--- config.mk ---
export PLATFORM = sky130hd
export DESIGN_NAME = pedal_plausibility_monitor_core
export DESIGN_NICKNAME = d
export VERILOG_FILES = /design/src/ppm_pkg.sv /design/src/ppm_cfg_regs.sv /design/src/ppm_check.sv /design/src/pedal_plausibility_monitor_core.sv
export VERILOG_INCLUDE_DIRS = /design/src /design/src/src
export SDC_FILE = /design/constraint.sdc
export NUM_CORES = 1
export LEC_CHECK = 0
export BUFFER_PORTS_ARGS = -buffer_cell sky130_fd_sc_hd__buf_4
export CAP_MARGIN = 20
export CORE_MARGIN = 1.5
export CORE_UTILIZATION = 35
export CTS_CLUSTER_SIZE = 20
export DETAILED_ROUTE_END_ITERATION = 8
export HOLD_SLACK_MARGIN = 0.08
export PLACE_DENSITY = 0.59
export SYNTH_ARGS = -nofsm -noshare
export SYNTH_HDL_FRONTEND = slang
export SYNTH_SLANG_ARGS = --single-unit
--- constraint.sdc ---
create_clock -name clk -period 10.3 [get_ports clk]
set_input_delay 2.06 -clock clk [delete_from_list [all_inputs] [get_ports clk]]
set_output_delay 2.06 -clock clk [all_outputs]
set_load 0.01 [all_outputs]
--- src/pedal_plausibility_monitor_core_defines.svh ---
// Assertion helpers for the monitor RTL.
`ifndef PEDAL_PLAUSIBILITY_MONITOR_CORE_DEFINES_SVH
`define PEDAL_PLAUSIBILITY_MONITOR_CORE_DEFINES_SVH

// Check a property on every rising clock edge outside reset.
`define PPM_ASSERT_NOW(label, prop, msg) \
  label: assert property (@(posedge clk) disable iff (rst) (prop)) else $error(msg);

// Check that a condition in one cycle implies another in the next cycle.
`define PPM_ASSERT_NEXT(label, ante, cons, msg) \
  label: assert property (@(posedge clk) disable iff (rst) (ante) |=> (cons)) else $error(msg);

`endif

--- src/ppm_pkg.sv ---
`timescale 1ns / 1ps

package ppm_pkg;

  localparam int SAMPLE_BITS_DEF = 12;
  localparam int DELTA_W = 16;
  localparam int ELAPSED_W = 20;
  localparam int GAIN_W = 16;
  localparam int CFG_INDEX_W = 3;
  localparam int CFG_DATA_W = 20;
  localparam int STATUS_W = 2;
  localparam int DEMAND_W = 10;
  localparam int FRAC_BITS = 16;

  localparam logic [DEMAND_W-1:0] DEMAND_MAX = 10'd1000;
  localparam logic [ELAPSED_W-1:0] ELAPSED_MAX = {ELAPSED_W{1'b1}};

  // Register reset values
  localparam int FIRST_MIN_RST = 310;
  localparam int FIRST_MAX_RST = 2792;
  localparam int SECOND_MIN_RST = 372;
  localparam int SECOND_MAX_RST = 3350;
  localparam logic [ELAPSED_W-1:0] TIMEOUT_RST = 20'd100000;
  localparam logic [GAIN_W-1:0] FIRST_GAIN_RST = 16'd13202;
  localparam logic [GAIN_W-1:0] SECOND_GAIN_RST = 16'd11003;

  // Register indexes
  localparam logic [CFG_INDEX_W-1:0] REG_FIRST_MIN = 3'd0;
  localparam logic [CFG_INDEX_W-1:0] REG_FIRST_MAX = 3'd1;
  localparam logic [CFG_INDEX_W-1:0] REG_SECOND_MIN = 3'd2;
  localparam logic [CFG_INDEX_W-1:0] REG_SECOND_MAX = 3'd3;
  localparam logic [CFG_INDEX_W-1:0] REG_TIMEOUT = 3'd4;
  localparam logic [CFG_INDEX_W-1:0] REG_FIRST_GAIN = 3'd5;
  localparam logic [CFG_INDEX_W-1:0] REG_SECOND_GAIN = 3'd6;

  // Status codes
  localparam logic [STATUS_W-1:0] STAT_DEMAND = 2'd0;
  localparam logic [STATUS_W-1:0] STAT_MISMATCH = 2'd1;
  localparam logic [STATUS_W-1:0] STAT_PENDING = 2'd2;
  localparam logic [STATUS_W-1:0] STAT_FAULT = 2'd3;

  typedef struct packed {
    logic mismatch;
    logic out_of_range;
  } item_flags_t;

endpackage

--- src/ppm_cfg_regs.sv ---
`timescale 1ns / 1ps

module ppm_cfg_regs #(
  parameter int SAMPLE_BITS = ppm_pkg::SAMPLE_BITS_DEF
) (
  input  logic                           clk,
  input  logic                           rst,
  input  logic                           wr_en,
  input  logic [ppm_pkg::CFG_INDEX_W-1:0] wr_index,
  input  logic [ppm_pkg::CFG_DATA_W-1:0]  wr_data,
  output logic [SAMPLE_BITS-1:0]          first_min_code,
  output logic [SAMPLE_BITS-1:0]          first_max_code,
  output logic [SAMPLE_BITS-1:0]          second_min_code,
  output logic [SAMPLE_BITS-1:0]          second_max_code,
  output logic [ppm_pkg::ELAPSED_W-1:0]   timeout_us,
  output logic [ppm_pkg::GAIN_W-1:0]      first_gain,
  output logic [ppm_pkg::GAIN_W-1:0]      second_gain
);

  always_ff @(posedge clk) begin
    if (rst) begin
      first_min_code  <= SAMPLE_BITS'(ppm_pkg::FIRST_MIN_RST);
      first_max_code  <= SAMPLE_BITS'(ppm_pkg::FIRST_MAX_RST);
      second_min_code <= SAMPLE_BITS'(ppm_pkg::SECOND_MIN_RST);
      second_max_code <= SAMPLE_BITS'(ppm_pkg::SECOND_MAX_RST);
      timeout_us      <= ppm_pkg::TIMEOUT_RST;
      first_gain      <= ppm_pkg::FIRST_GAIN_RST;
      second_gain     <= ppm_pkg::SECOND_GAIN_RST;
    end else if (wr_en) begin
      case (wr_index)
        ppm_pkg::REG_FIRST_MIN:   first_min_code  <= wr_data[SAMPLE_BITS-1:0];
        ppm_pkg::REG_FIRST_MAX:   first_max_code  <= wr_data[SAMPLE_BITS-1:0];
        ppm_pkg::REG_SECOND_MIN:  second_min_code <= wr_data[SAMPLE_BITS-1:0];
        ppm_pkg::REG_SECOND_MAX:  second_max_code <= wr_data[SAMPLE_BITS-1:0];
        ppm_pkg::REG_TIMEOUT:     timeout_us      <= wr_data[ppm_pkg::ELAPSED_W-1:0];
        ppm_pkg::REG_FIRST_GAIN:  first_gain      <= wr_data[ppm_pkg::GAIN_W-1:0];
        ppm_pkg::REG_SECOND_GAIN: second_gain     <= wr_data[ppm_pkg::GAIN_W-1:0];
        default: ;
      endcase
    end
  end

endmodule

--- src/ppm_check.sv ---
`timescale 1ns / 1ps

module ppm_check #(
  parameter int SAMPLE_BITS = ppm_pkg::SAMPLE_BITS_DEF,
  localparam int PROD_W = SAMPLE_BITS + ppm_pkg::GAIN_W
) (
  input  logic [SAMPLE_BITS-1:0]      first_sample,
  input  logic [SAMPLE_BITS-1:0]      second_sample,
  input  logic [SAMPLE_BITS-1:0]      first_min_code,
  input  logic [SAMPLE_BITS-1:0]      first_max_code,
  input  logic [SAMPLE_BITS-1:0]      second_min_code,
  input  logic [SAMPLE_BITS-1:0]      second_max_code,
  input  logic [ppm_pkg::GAIN_W-1:0]  first_gain,
  input  logic [ppm_pkg::GAIN_W-1:0]  second_gain,
  output ppm_pkg::item_flags_t        flags,
  output logic [PROD_W-1:0]           first_prod,
  output logic [PROD_W-1:0]           second_prod
);

  localparam int TEN_W = SAMPLE_BITS + 4;

  logic [SAMPLE_BITS-1:0] diff;
  logic [TEN_W-1:0]       ten_diff;
  logic [SAMPLE_BITS-1:0] first_off;
  logic [SAMPLE_BITS-1:0] second_off;

  always_comb begin
    diff = (first_sample >= second_sample) ? (first_sample - second_sample)
                                           : (second_sample - first_sample);
    ten_diff = {1'b0, diff, 3'b000} + {3'b000, diff, 1'b0};
    flags.mismatch = (ten_diff >= TEN_W'(first_sample));
    flags.out_of_range = (first_sample > first_max_code) ||
                         (second_sample > second_max_code) ||
                         (first_sample < first_min_code) ||
                         (second_sample < second_min_code);
    // Offsets wrap when a sample is below its minimum; the demand is dropped then anyway
    first_off  = first_sample - first_min_code;
    second_off = second_sample - second_min_code;
    first_prod  = PROD_W'(first_off) * PROD_W'(first_gain);
    second_prod = PROD_W'(second_off) * PROD_W'(second_gain);
  end

endmodule

--- src/pedal_plausibility_monitor_core.sv ---
// Pairs pass the input stage, then the result register; one pair per cycle
// unless the output stalls. The input stage and the result register each
// hold one beat, so the output may stall without stopping intake at once.
// Reset (synchronous, active high) restores the register defaults, clears the
// implausibility timer and the fault latch, and empties both stages.
`timescale 1ns / 1ps
`include "pedal_plausibility_monitor_core_defines.svh"

module pedal_plausibility_monitor_core #(
  parameter int SAMPLE_BITS = ppm_pkg::SAMPLE_BITS_DEF
) (
  input  logic                             clk,
  input  logic                             rst,
  input  logic                             in_valid,
  output logic                             in_ready,
  input  logic [SAMPLE_BITS-1:0]           first_sample,
  input  logic [SAMPLE_BITS-1:0]           second_sample,
  input  logic [ppm_pkg::DELTA_W-1:0]      delta_us,
  output logic                             out_valid,
  input  logic                             out_ready,
  output logic [ppm_pkg::STATUS_W-1:0]     status,
  output logic                             demand_valid,
  output logic [ppm_pkg::DEMAND_W-1:0]     demand_permille,
  input  logic                             cfg_valid,
  output logic                             cfg_ready,
  input  logic [ppm_pkg::CFG_INDEX_W-1:0]  cfg_index,
  input  logic [ppm_pkg::CFG_DATA_W-1:0]   cfg_data
);

  localparam int PROD_W = SAMPLE_BITS + ppm_pkg::GAIN_W;
  localparam int RND_W = PROD_W + 2;
  localparam int MEAN_W = RND_W - ppm_pkg::FRAC_BITS;

  logic [SAMPLE_BITS-1:0]         first_min_code;
  logic [SAMPLE_BITS-1:0]         first_max_code;
  logic [SAMPLE_BITS-1:0]         second_min_code;
  logic [SAMPLE_BITS-1:0]         second_max_code;
  logic [ppm_pkg::ELAPSED_W-1:0]  timeout_us;
  logic [ppm_pkg::GAIN_W-1:0]     first_gain;
  logic [ppm_pkg::GAIN_W-1:0]     second_gain;

  ppm_pkg::item_flags_t           chk_flags;
  logic [PROD_W-1:0]              chk_first_prod;
  logic [PROD_W-1:0]              chk_second_prod;

  // input stage
  logic                           s1_valid;
  ppm_pkg::item_flags_t           s1_flags;
  logic [PROD_W-1:0]              s1_first_prod;
  logic [PROD_W-1:0]              s1_second_prod;
  logic [ppm_pkg::DELTA_W-1:0]    s1_delta;

  // monitor state
  logic                           implausible_active;
  logic                           implausible_active_next;
  logic [ppm_pkg::ELAPSED_W-1:0]  elapsed_us;
  logic [ppm_pkg::ELAPSED_W-1:0]  elapsed_us_next;
  logic                           fault_latched;
  logic                           fault_latched_next;

  logic [ppm_pkg::STATUS_W-1:0]   status_next;
  logic                           demand_valid_next;
  logic [ppm_pkg::DEMAND_W-1:0]   demand_permille_next;

  logic                           in_fire;
  logic                           out_load;
  logic                           advance;
  logic [ppm_pkg::ELAPSED_W:0]    elapsed_sum;
  logic [ppm_pkg::ELAPSED_W-1:0]  elapsed_sat;
  logic [RND_W-1:0]               rounded;
  logic [MEAN_W-1:0]              mean;

  assign cfg_ready = 1'b1;

  ppm_cfg_regs #(
    .SAMPLE_BITS(SAMPLE_BITS)
  ) u_cfg (
    .clk             (clk),
    .rst             (rst),
    .wr_en           (cfg_valid & cfg_ready),
    .wr_index        (cfg_index),
    .wr_data         (cfg_data),
    .first_min_code  (first_min_code),
    .first_max_code  (first_max_code),
    .second_min_code (second_min_code),
    .second_max_code (second_max_code),
    .timeout_us      (timeout_us),
    .first_gain      (first_gain),
    .second_gain     (second_gain)
  );

  ppm_check #(
    .SAMPLE_BITS(SAMPLE_BITS)
  ) u_check (
    .first_sample    (first_sample),
    .second_sample   (second_sample),
    .first_min_code  (first_min_code),
    .first_max_code  (first_max_code),
    .second_min_code (second_min_code),
    .second_max_code (second_max_code),
    .first_gain      (first_gain),
    .second_gain     (second_gain),
    .flags           (chk_flags),
    .first_prod      (chk_first_prod),
    .second_prod     (chk_second_prod)
  );

  assign out_load = !out_valid || out_ready;
  assign advance  = s1_valid && out_load;
  assign in_ready = !s1_valid || out_load;
  assign in_fire  = in_valid && in_ready;

  always_ff @(posedge clk) begin
    if (rst) begin
      s1_valid <= 1'b0;
    end else begin
      s1_valid <= in_fire || (s1_valid && !out_load);
    end
  end

  always_ff @(posedge clk) begin
    if (in_fire) begin
      s1_flags       <= chk_flags;
      s1_first_prod  <= chk_first_prod;
      s1_second_prod <= chk_second_prod;
      s1_delta       <= delta_us;
    end
  end

  always_comb begin
    elapsed_sum = {1'b0, elapsed_us} + (ppm_pkg::ELAPSED_W + 1)'(s1_delta);
    elapsed_sat = elapsed_sum[ppm_pkg::ELAPSED_W] ? ppm_pkg::ELAPSED_MAX
                                                  : elapsed_sum[ppm_pkg::ELAPSED_W-1:0];
    // Q16 sum, round half up, then saturate
    rounded = RND_W'(s1_first_prod) + RND_W'(s1_second_prod)
            + RND_W'(1 << (ppm_pkg::FRAC_BITS - 1));
    mean = rounded[RND_W-1:ppm_pkg::FRAC_BITS];

    implausible_active_next = implausible_active;
    elapsed_us_next         = elapsed_us;
    fault_latched_next      = fault_latched;
    status_next             = ppm_pkg::STAT_FAULT;
    demand_valid_next       = 1'b0;
    demand_permille_next    = '0;

    if (fault_latched) begin
      status_next = ppm_pkg::STAT_FAULT;
    end else if (s1_flags.mismatch) begin
      status_next = ppm_pkg::STAT_MISMATCH;
    end else if (s1_flags.out_of_range) begin
      if (!implausible_active) begin
        implausible_active_next = 1'b1;
        elapsed_us_next         = '0;
        status_next             = ppm_pkg::STAT_PENDING;
      end else begin
        elapsed_us_next = elapsed_sat;
        if (elapsed_sat >= timeout_us) begin
          fault_latched_next = 1'b1;
          status_next        = ppm_pkg::STAT_FAULT;
        end else begin
          status_next = ppm_pkg::STAT_PENDING;
        end
      end
    end else begin
      implausible_active_next = 1'b0;
      elapsed_us_next         = '0;
      status_next             = ppm_pkg::STAT_DEMAND;
      demand_valid_next       = 1'b1;
      demand_permille_next    = (mean > MEAN_W'(ppm_pkg::DEMAND_MAX))
                                ? ppm_pkg::DEMAND_MAX
                                : mean[ppm_pkg::DEMAND_W-1:0];
    end
  end

  always_ff @(posedge clk) begin
    if (rst) begin
      implausible_active <= 1'b0;
      elapsed_us         <= '0;
      fault_latched      <= 1'b0;
    end else if (advance) begin
      implausible_active <= implausible_active_next;
      elapsed_us         <= elapsed_us_next;
      fault_latched      <= fault_latched_next;
    end
  end

  always_ff @(posedge clk) begin
    if (rst) begin
      out_valid <= 1'b0;
    end else if (out_load) begin
      out_valid <= s1_valid;
    end
  end

  always_ff @(posedge clk) begin
    if (advance) begin
      status          <= status_next;
      demand_valid    <= demand_valid_next;
      demand_permille <= demand_permille_next;
    end
  end

  `PPM_ASSERT_NEXT(a_fault_sticks, fault_latched, fault_latched,
    "fault latch dropped without reset")
  `PPM_ASSERT_NOW(a_timer_needs_active, (elapsed_us == '0) || implausible_active,
    "timer running while no implausibility")
  `PPM_ASSERT_NOW(a_demand_status,
    !(out_valid && demand_valid) ||
    (status == ppm_pkg::STAT_DEMAND && demand_permille <= ppm_pkg::DEMAND_MAX),
    "demand beat with bad status or range")
  `PPM_ASSERT_NOW(a_no_demand_zero,
    !out_valid || demand_valid || (demand_permille == '0),
    "demand value on a beat without demand")
  `PPM_ASSERT_NEXT(a_stage_held, s1_valid && !out_load, s1_valid,
    "input stage lost a beat while stalled")

endmodule

==> flow_summary.yaml, run 1 <==
status:
  status: "finished, final reports clean"
routing:
  wl_um: 65000
  drc: 0
  drtIter0Drc: 1211
  drt_first_pass_iters: 5
  vias_per_cell: 4.95
  vias: 19400
  post_drt_wl_per_cell_um: 16.6
  postRouteAntennaNets: 0
clock_network:
  tritoncts: "done"
  clock-root-buffer: "clkbuf_16"
  cts_max_path_buffers: 3
  worstSkewPairLatency_ps: 550
  cts_resized: 0
  cts.htree.levels: 1
  numCtsBuffers: 23
  holdBufCountCts: 0
  cts_sinks: 211
  cts_setup_buffers: 0
  cts.clk_slew.worst_paths_ps: 60
global_route:
  overflow: 0
  grt_first_pass_wirelength_um: 105000
  grt_pass1_vias: 19100
  grt_antenna_before_repair: 2
  grt_max_degree: 95
  grt_util_all_layers_pct: 17.6
final_layout:
  area_delta_synth_final_pct: 9.59
  multi_input_area_um2: 18100
  fillers: 7280
  design_area_um2: 27900
  layout.nets: 3625
  ff_latch_area_um2: 5090
  drive_gt1_share_pct: 6.05
  fin_cells: 3925
  num_antenna_cells: 0
placement:
  post_dp_cell_area_um2: 27100
  place.gp.congestion: 0.877
  io_buffers: 82
  dpl.cell_count: 3882
  post-dp-hpwl_um: 51500
worst_setup_path:
  end_kind: "register"
  cp_common_cell: "fa_1"
  required_ps: 10590
  worstRegToRegCells: 28
  slowest_delay_ps: 500
  critPathArrivalTime_ps: 9640
  cp_max_fo: 10
  path_class: "primary input to register"
  rrSetupSlack_ps: 2420
  crit_slowest_cell: "fa_1"
  critPathLaunchType: "primary input"
  regToRegStartpoint: "u_cfg.second_min_code[0]$_SDFFE_PP0P_"
  r2r_end: "s1_second_prod[27]$_DFFE_PP_"
logic_synthesis:
  synth_cells: 2922
  syn_area_per_cell_um2: 8.72
  synth_edf_count: 87
  synth.distinct_cells: 73
  ys_seq_area_share_pct: 20.0
  ys_ff_latch: 211
  synth-warning-count: 0
  synth_nets: 3588
  async_reset_ff_share_pct: 0
  syn-cell-area_um2: 25500
  synth_flop_cell: "dfxtp_1"
timing:
  finalCritPeriodShare_pct: 90.8
  hold_viol: 0
  tightest_slew_ps: 1140
  finalClockSkew_ps: 13.9
  period_needed_ps: 9350
  slew_violations: 0
  setup_viol_count_final: 0
  fin_tns_setup_ps: 0
  rsz0062_at_grt: "no"
  max_freq_mhz: 107
  relSlewSlack_pct: 23.5
floorplanning:
  fp-row-count: 98
  die-width_um: 273
  pin_count: 84
  die_h_um: 273
  core_area_um2: 71700
  initial_core_util_pct: 35.5
  dieArea_um2: 74500
min_path:
  hold_class: "register to register"
  min-delay-start: "u_cfg.first_min_code[7]$_SDFFE_PP0P_"
  holdPathEnd: "u_cfg.first_min_code[7]$_SDFFE_PP0P_"
  holdPathStages: 2
flow_run:
  maxCapViolations: 0
## cells in the mapped netlist, types with 25 or more instances
library cell	number	area [µm²]
ha_1	312	3900
and2_1	111	694
edfxtp_1	87	2610
a21oi_1	143	716
dfxtp_1	124	2480
nor2b_1	33	206
a211o_1	27	236
fa_1	286	5730
a21o_1	51	383
clkbuf_1	87	327
nor3_1	46	230
nand3_1	34	170
nand3b_1	25	188
nand2_1	477	1790
nor2_1	110	413
o21ai_0	61	305
nand2b_1	65	407
inv_1	500	1880
xnor2_1	67	587
## cells in the final DEF (no fill, tap or decap), types with 44 or more instances in the layout
cell	count
dfxtp_1	124
nand2b_1	65
nor3_1	44
a21o_1	51
ha_1	312
nor2_1	110
fa_1	286
nand2_1	477
inv_1	500
buf_4	112
and2_1	110
xnor2_1	65
edfxtp_1	87
o21ai_0	61
a21oi_1	143
## metrics by stage
stage	hold slack (ps)	utilization [%]	setup WS, ps
5_1_grt	472	38.9	482
3_3_place_gp	442	37.8	490
2_1_floorplan	436	-	1220
6_report	453	38.9	945
4_1_cts	455	38.9	942
3_5_place_dp	447	37.8	352
## flip-flops by register name, summed over array words and instances, names as in the netlist
register               flops
s1_first_prod             28
s1_second_prod            28
elapsed_us                20
u_cfg.timeout_us          20
s1_delta                  16
u_cfg.first_gain          16
u_cfg.second_gain         16
u_cfg.first_max_code      12
u_cfg.first_min_code      12
u_cfg.second_max_code     12
u_cfg.second_min_code     12
demand_permille           10
s1_flags                   2
status                     2
demand_valid               1
fault_latched              1
implausible_active         1
out_valid                  1
s1_valid                   1
## worst max-delay path by stage
stage                     startpoint  depth (start not counted)                      endpoint
finish              second_sample[0]                         30  s1_second_prod[27]$_DFFE_PP_
global route         first_sample[0]                         31   s1_first_prod[27]$_DFFE_PP_
CTS                 second_sample[0]                         30  s1_second_prod[27]$_DFFE_PP_
detailed placement  second_sample[0]                         30  s1_second_prod[27]$_DFFE_PP_
global placement    second_sample[0]                         30  s1_second_prod[27]$_DFFE_PP_
floorplan            first_sample[0]                         32   s1_first_prod[27]$_DFFE_PP_
## metal layers
metal	routed length [µm]	part of all wire, %	global-route usage, %
met1	31100	48	25.2
met2	28800	44	28.5
met3	4340	6.7	3.04
met4	766	1.2	2.15
met5	0	0	0
## worst max-delay path: cells and delay by family
family	cells	cell delay [ps]
fa+ha+maj	8	3290
compound gates	10	2030
simple gates	5	1520
buf+inv	5	410
mux	1	230
xor+xnor	1	120
## logic make-up (layout without fill, tap and decap cells)
kind of cell | count (synthesis) | after routing | synth area share [%]
other | 1 | 1 | 0.0147
and+or+nand+nor | 953 | 953 | 17.4
adders and majority gates | 598 | 598 | 37.8
buffers and inverters | 600 | 653 | 8.94
DFF | 211 | 211 | 20.0
AOI/OAI and AO/OA | 440 | 440 | 11.5
xor gates and xnor gates | 85 | 85 | 2.92
muxes | 34 | 34 | 1.39
## layout make-up
| class | count | area share (%) |
|---|---|---|
| Inverter | 500 | 6.72 |
| Timing Repair Buffer | 112 | 3.01 |
| Multi-Input combinational cell | 2111 | 65.0 |
| Clock buffer | 33 | 2.45 |
| Clock inverter | 8 | 0.376 |
| Tap cell | 950 | 4.26 |
| Sequential cell | 211 | 18.2 |
Power of run 1 is left out: the tool's default activity adds up to more than one toggle a clock period on the data nets, which glitch-free logic cannot reach.
==> run 2, diff against run 1 <==
--- a/config.mk
+++ b/config.mk
@@ -6,6 +6,7 @@
 export SDC_FILE = /design/constraint.sdc
 export NUM_CORES = 1
 export LEC_CHECK = 0
+export ABC_AREA = 1
 export BUFFER_PORTS_ARGS = -buffer_cell sky130_fd_sc_hd__buf_4
 export CAP_MARGIN = 20
 export CORE_MARGIN = 1.5
@@ -14,6 +15,7 @@
 export DETAILED_ROUTE_END_ITERATION = 8
 export HOLD_SLACK_MARGIN = 0.08
 export PLACE_DENSITY = 0.59
+export SLEW_MARGIN = 5
 export SYNTH_ARGS = -nofsm -noshare
 export SYNTH_HDL_FRONTEND = slang
 export SYNTH_SLANG_ARGS = --single-unit
==> flow_summary.yaml, run 2 <==
timing:
  tightest_slew_ps: 1150
  max_freq_mhz: 121
  relSlewSlack_pct: 23.2
  setup_viol_count_final: 0
  period_needed_ps: 8270
  slew_violations: 0
  fin_tns_setup_ps: 0
  hold_viol: 0
  finalCritPeriodShare_pct: 80.3
  rsz0062_at_grt: "no"
  hold_ws_ps: 461
  finalClockSkew_ps: 40.2
clock_network:
  tritoncts: "done"
  holdBufCountCts: 0
  cts.htree.levels: 1
  clock-root-buffer: "clkbuf_16"
  cts_setup_buffers: 0
  worstSkewPairLatency_ps: 570
  cts_sinks: 211
  cts_max_path_buffers: 3
  cts_resized: 0
  numCtsBuffers: 27
  cts.clk_slew.worst_paths_ps: 60
routing:
  vias: 21300
  vias_per_cell: 4.78
  post_drt_wl_per_cell_um: 16.1
  postRouteAntennaNets: 0
  drtIter0Drc: 1344
  drt_first_pass_iters: 5
  drc: 0
  wl_um: 71600
flow_run:
  maxCapViolations: 0
placement:
  post-dp-hpwl_um: 58800
  io_buffers: 82
  place.gp.congestion: 0.895
worst_setup_path:
  end_kind: "register"
  cp_num_buf_inv: 7
  crit_slowest_cell: "fa_1"
  critPathLaunchType: "primary input"
  r2r_end: "s1_first_prod[24]$_DFFE_PP_"
  required_ps: 10590
  regToRegStartpoint: "u_cfg.first_min_code[3]$_SDFFE_PP0P_"
  critPathLaunch: "first_sample[0]"
  path_class: "primary input to register"
  worstRegToRegCells: 27
  cp_max_fo: 11
  critPathArrivalTime_ps: 8560
  slowest_delay_ps: 550
  crit_family: "adder cells"
  rrSetupSlack_ps: 3410
logic_synthesis:
  yosys-top-cells-area: "fa_1 22%, ha_1 15%, nand2_1 11%"
  yosys.cell_count.top_type: "nand2_1"
  synth_cells: 3434
  synth_top_area_share_pct: 21.8
  synth_edf_count: 87
  synth.distinct_cells: 51
  synth_flop_cell: "dfxtp_1"
  synth-warning-count: 0
  syn-cell-area_um2: 26300
  synth_nets: 4100
  ys_top_cells_by_count: "793 x nand2_1, 744 x inv_1, 312 x ha_1"
  async_reset_ff_share_pct: 0
  ys_seq_area_share_pct: 19.4
  syn_area_per_cell_um2: 7.65
  synth_top_area_cell: "fa_1"
  ys_ff_latch: 211
min_path:
  hold_class: "register to register"
  min-delay-start: "u_cfg.timeout_us[3]$_SDFFE_PP0P_"
  holdPathEnd: "u_cfg.timeout_us[3]$_SDFFE_PP0P_"
  holdPathStages: 2
final_layout:
  drive_gt1_share_pct: 5.90
  reg.largest.list: "s1_first_prod x28, s1_second_prod x28"
  layout.cells.most_common: "nand2_1"
  layout_common_cells: "793 x nand2_1, 742 x inv_1, 312 x ha_1"
  area_delta_synth_final_pct: 9.67
  num_antenna_cells: 0
  layout.nets: 4134
global_route:
  grt_pass1_vias: 21400
  grt_max_degree: 87
  grt_antenna_before_repair: 1
  grt_util_all_layers_pct: 19.0
  overflow: 0
  grt_first_pass_wirelength_um: 116000
floorplanning:
  core_area_um2: 74300
  pin_count: 84
  die-width_um: 277
  dieArea_um2: 76700
  initial_core_util_pct: 35.4
  die_h_um: 277
  fp-row-count: 100
status:
  status: "finished, final reports clean"
## run 2: cell count changes in the layout (fill, tap and decap cells not counted), moves of 68 or more
cell / previous run / this run
inv_1: 500 / 742
nor2_1: 110 / 228
a21oi_1: 143 / 235
nand2_1: 477 / 793
and2_1: 110 / 4
nand3_1: 34 / 102
## run 2: worst max path at each step
stage                                             end  slack (ps)  cells after the start
after detailed placement  s1_first_prod[24]$_DFFE_PP_        1540                     29
after CTS                 s1_first_prod[24]$_DFFE_PP_        2120                     29
after global routing      s1_first_prod[27]$_DFFE_PP_        1590                     31
after global placement    s1_first_prod[24]$_DFFE_PP_        1600                     29
final                     s1_first_prod[24]$_DFFE_PP_        2030                     29
after floorplan           s1_first_prod[27]$_DFFE_PP_        2190                     29
## run 2: logic make-up (layout without fill, tap and decap cells)
kind of cell,after synthesis,after routing,share of synthesized area (%)
and+or+nand+nor,1240,1240,19.4
buffers and inverters,843,898,12.1
adders and majority gates,598,598,36.6
AOI/OAI and AO/OA,463,463,9.88
DFF,211,211,19.4
xor gates and xnor gates,78,78,2.63
other,1,1,0.0143
## run 2: layer usage
metal | vias up | wire, µm | track usage [%] | part of all wire (%)
li1 | 10700 | - | - | -
met3 | 97 | 4030 | 3.21 | 5.6
met5 | - | 0 | 0 | 0
met2 | 468 | 32900 | 31.6 | 46
met4 | 0 | 1940 | 5.06 | 2.7
met1 | 10000 | 32700 | 25.4 | 46
## run 2: final cells by class
type,count,area [µm²]
Tap cell,969,1210
Fill cell,7792,45500
Multi-Input combinational cell,2380,18000
Clock inverter,22,293
Inverter,755,2830
Timing Repair Buffer,93,698
Sequential cell,211,5090
Clock buffer,28,679
## run 2: stage by stage
stage	area, µm²	util (%)	setup WS [ps]	instances
2_1_floorplan	26300	-	2190	3434
3_3_place_gp	27900	37.5	1600	4408
3_5_place_dp	27900	37.5	1540	4408
4_1_cts	28800	38.8	2120	4458
5_1_grt	28800	38.8	1590	4458
6_report	28800	38.8	2030	4458
## run 2: worst reg2reg max path, stage by stage, from the launching register on
cell	delay, ps
dfxtp_1	310
inv_1	60
ha_1	370
inv_1	80
nor3_1	250
a21oi_1	140
or2_2	280
nand2_1	260
clkinv_1	410
nand2_1	200
fa_1	450
fa_1	490
inv_1	50
fa_1	500
fa_1	550
inv_1	50
fa_1	550
inv_1	50
ha_1	370
a21oi_1	190
o21ai_0	140
nand2_1	100
o211ai_1	110
a21oi_1	270
o21bai_1	130
nand3_1	80
nand2_1	60
xor2_1	140
Power of run 2 is left out for the same reason.
==> run 3, diff against run 2 <==
--- a/config.mk
+++ b/config.mk
@@ -14,7 +14,7 @@
 export CTS_CLUSTER_SIZE = 20
 export DETAILED_ROUTE_END_ITERATION = 8
 export HOLD_SLACK_MARGIN = 0.08
-export PLACE_DENSITY = 0.59
+export PLACE_DENSITY = 0.61
 export SLEW_MARGIN = 5
 export SYNTH_ARGS = -nofsm -noshare
 export SYNTH_HDL_FRONTEND = slang
==> constraint.sdc (replaced) <==
create_clock -name clk -period 6.65 [get_ports clk]
set_input_delay 1.33 -clock clk [delete_from_list [all_inputs] [get_ports clk]]
set_output_delay 1.33 -clock clk [all_outputs]
set_load 0.01 [all_outputs]
==> flow_summary.yaml, run 3 (synthesis gave the netlist of run 2 again) <==
status:
  status: "finished, final reports clean"
worst_setup_path:
  worstRegToRegCells: 34
  critPathArrivalTime_ps: 7040
  regToRegStartpoint: "u_cfg.first_min_code[5]$_SDFFE_PP1P_"
  cp-endpoint: "s1_second_prod[24]$_DFFE_PP_"
  critPathLaunchType: "primary input"
  required_ps: 7060
  end_kind: "register"
  rrSetupSlack_ps: 540
  critPathLaunch: "second_sample[0]"
  crit_slowest_cell: "fa_1"
  cp_common_cell: "fa_1"
  path_class: "primary input to register"
  cp_max_fo: 4
  slowest_delay_ps: 570
  r2r_end: "s1_first_prod[27]$_DFFE_PP_"
routing:
  dr_wl_met2_um: 36400
  topRoutingLayerUsed: "met4"
  drt_first_pass_iters: 6
  wl_met3_um: 3490
  wl_um: 75300
  vias_per_cell: 4.77
  wl_met1_um: 33300
  drtIter0Drc: 1194
  post_drt_wl_per_cell_um: 15.9
  drc: 0
  vias: 22600
  postRouteAntennaNets: 0
global_route:
  grt_pass1_vias: 22700
  grt_max_degree: 96
  overflow: 0
  grt_antenna_before_repair: 0
  grt_util_all_layers_pct: 19.6
  grt_first_pass_wirelength_um: 120000
floorplanning:
  initial_core_util_pct: 35.4
  pin_count: 84
  dieArea_um2: 76700
  fp-row-count: 100
  die_h_um: 277
  die-width_um: 277
  core_area_um2: 74300
placement:
  place.gp.congestion: 0.921
  dpl.cell_count: 4659
  post-dp-hpwl_um: 61400
  io_buffers: 82
  pre_cts_ws_ps: -876
min_path:
  holdPathStages: 2
  hold_class: "register to register"
flow_run:
  maxCapViolations: 0
final_layout:
  drive_gt1_share_pct: 19.9
  layout_common_cells: "741 x nand2_1, 698 x inv_1, 346 x buf_4"
  layout.nets: 4419
  fin_cells: 4742
  post-route-util_pct: 44.0
  layout.cells.most_common: "nand2_1"
  area_delta_synth_final_pct: 24.4
  num_antenna_cells: 0
  reg.largest.list: "s1_first_prod x28, s1_second_prod x28"
clock_network:
  tritoncts: "done"
  numCtsBuffers: 26
  holdBufCountCts: 0
  cts.clk_slew.worst_paths_ps: 70
  cts_max_path_buffers: 3
  cts_sinks: 211
  clock-root-buffer: "clkbuf_16"
  cts.htree.levels: 1
  worstSkewPairLatency_ps: 590
timing:
  max_freq_mhz: 151
  finalCritPeriodShare_pct: 99.6
  slew_violations: 0
  period_needed_ps: 6630
  setup_viol_count_final: 0
  tightest_slew_ps: 1090
  relSlewSlack_pct: 27.7
  finalWorstSetupSlack_ps: 24.9
  hold_viol: 0
  finalClockSkew_ps: 30.7
  rsz0062_at_grt: "yes"
-- run 3: critical path: cells and delay by family --
| family | cells | cell delay [ps] |
|---|---|---|
| buf+inv | 7 | 490 |
| fa+ha+maj | 8 | 3430 |
| xor+xnor | 1 | 170 |
| compound gates | 5 | 770 |
| simple gates | 9 | 840 |
-- run 3: worst min path at each step --
stage | start | end | slack (ps)
final | u_cfg.second_max_code[3]$_SDFFE_PP0P_ | u_cfg.second_max_code[3]$_SDFFE_PP0P_ | 460
after global placement | u_cfg.second_min_code[11]$_SDFFE_PP0P_ | u_cfg.second_min_code[11]$_SDFFE_PP0P_ | 450
after CTS | u_cfg.second_min_code[10]$_SDFFE_PP0P_ | u_cfg.second_min_code[10]$_SDFFE_PP0P_ | 460
after detailed placement | u_cfg.second_min_code[10]$_SDFFE_PP0P_ | u_cfg.second_min_code[10]$_SDFFE_PP0P_ | 450
after global routing | u_cfg.timeout_us[18]$_SDFFE_PP0P_ | u_cfg.timeout_us[18]$_SDFFE_PP0P_ | 480
after floorplan | u_cfg.first_max_code[10]$_SDFFE_PP0P_ | u_cfg.first_max_code[10]$_SDFFE_PP0P_ | 430
-- run 3: timing repair --
item	4_1_cts	5_1_grt
resized for setup	30	232
buffers inserted	4	32
cloned	0	1
endpoints found under the setup margin	17	28
pin swaps	24	114
-- run 3: routing by layer --
metal  vias up  GRT usage, %
met2       445          34.0
met5         -             0
li1      11300             -
met1     10800          25.3
met3       115          2.72
met4         0          5.56
-- run 3: metrics by stage --
stage | instance area (µm²) | hold WS, ps | TNS, ps
finish | 32700 | 459 | 0
floorplan | 26900 | 433 | -539
global route | 32700 | 478 | -1840
CTS | 31500 | 461 | 0
global placement | 30400 | 446 | -17390
detailed placement | 30400 | 452 | -19410
-- run 3: layout make-up --
class	instances	area, µm²
inverter	755	2890
sequential	211	5090
tap	969	1210
timing repair inverter	1	16.3
fill	7520	41600
multi-input combinational	2380	19500
clock buffer	28	658
timing repair buffer	378	3060
clock inverter	20	254
Power of run 3 is left out for the same reason.
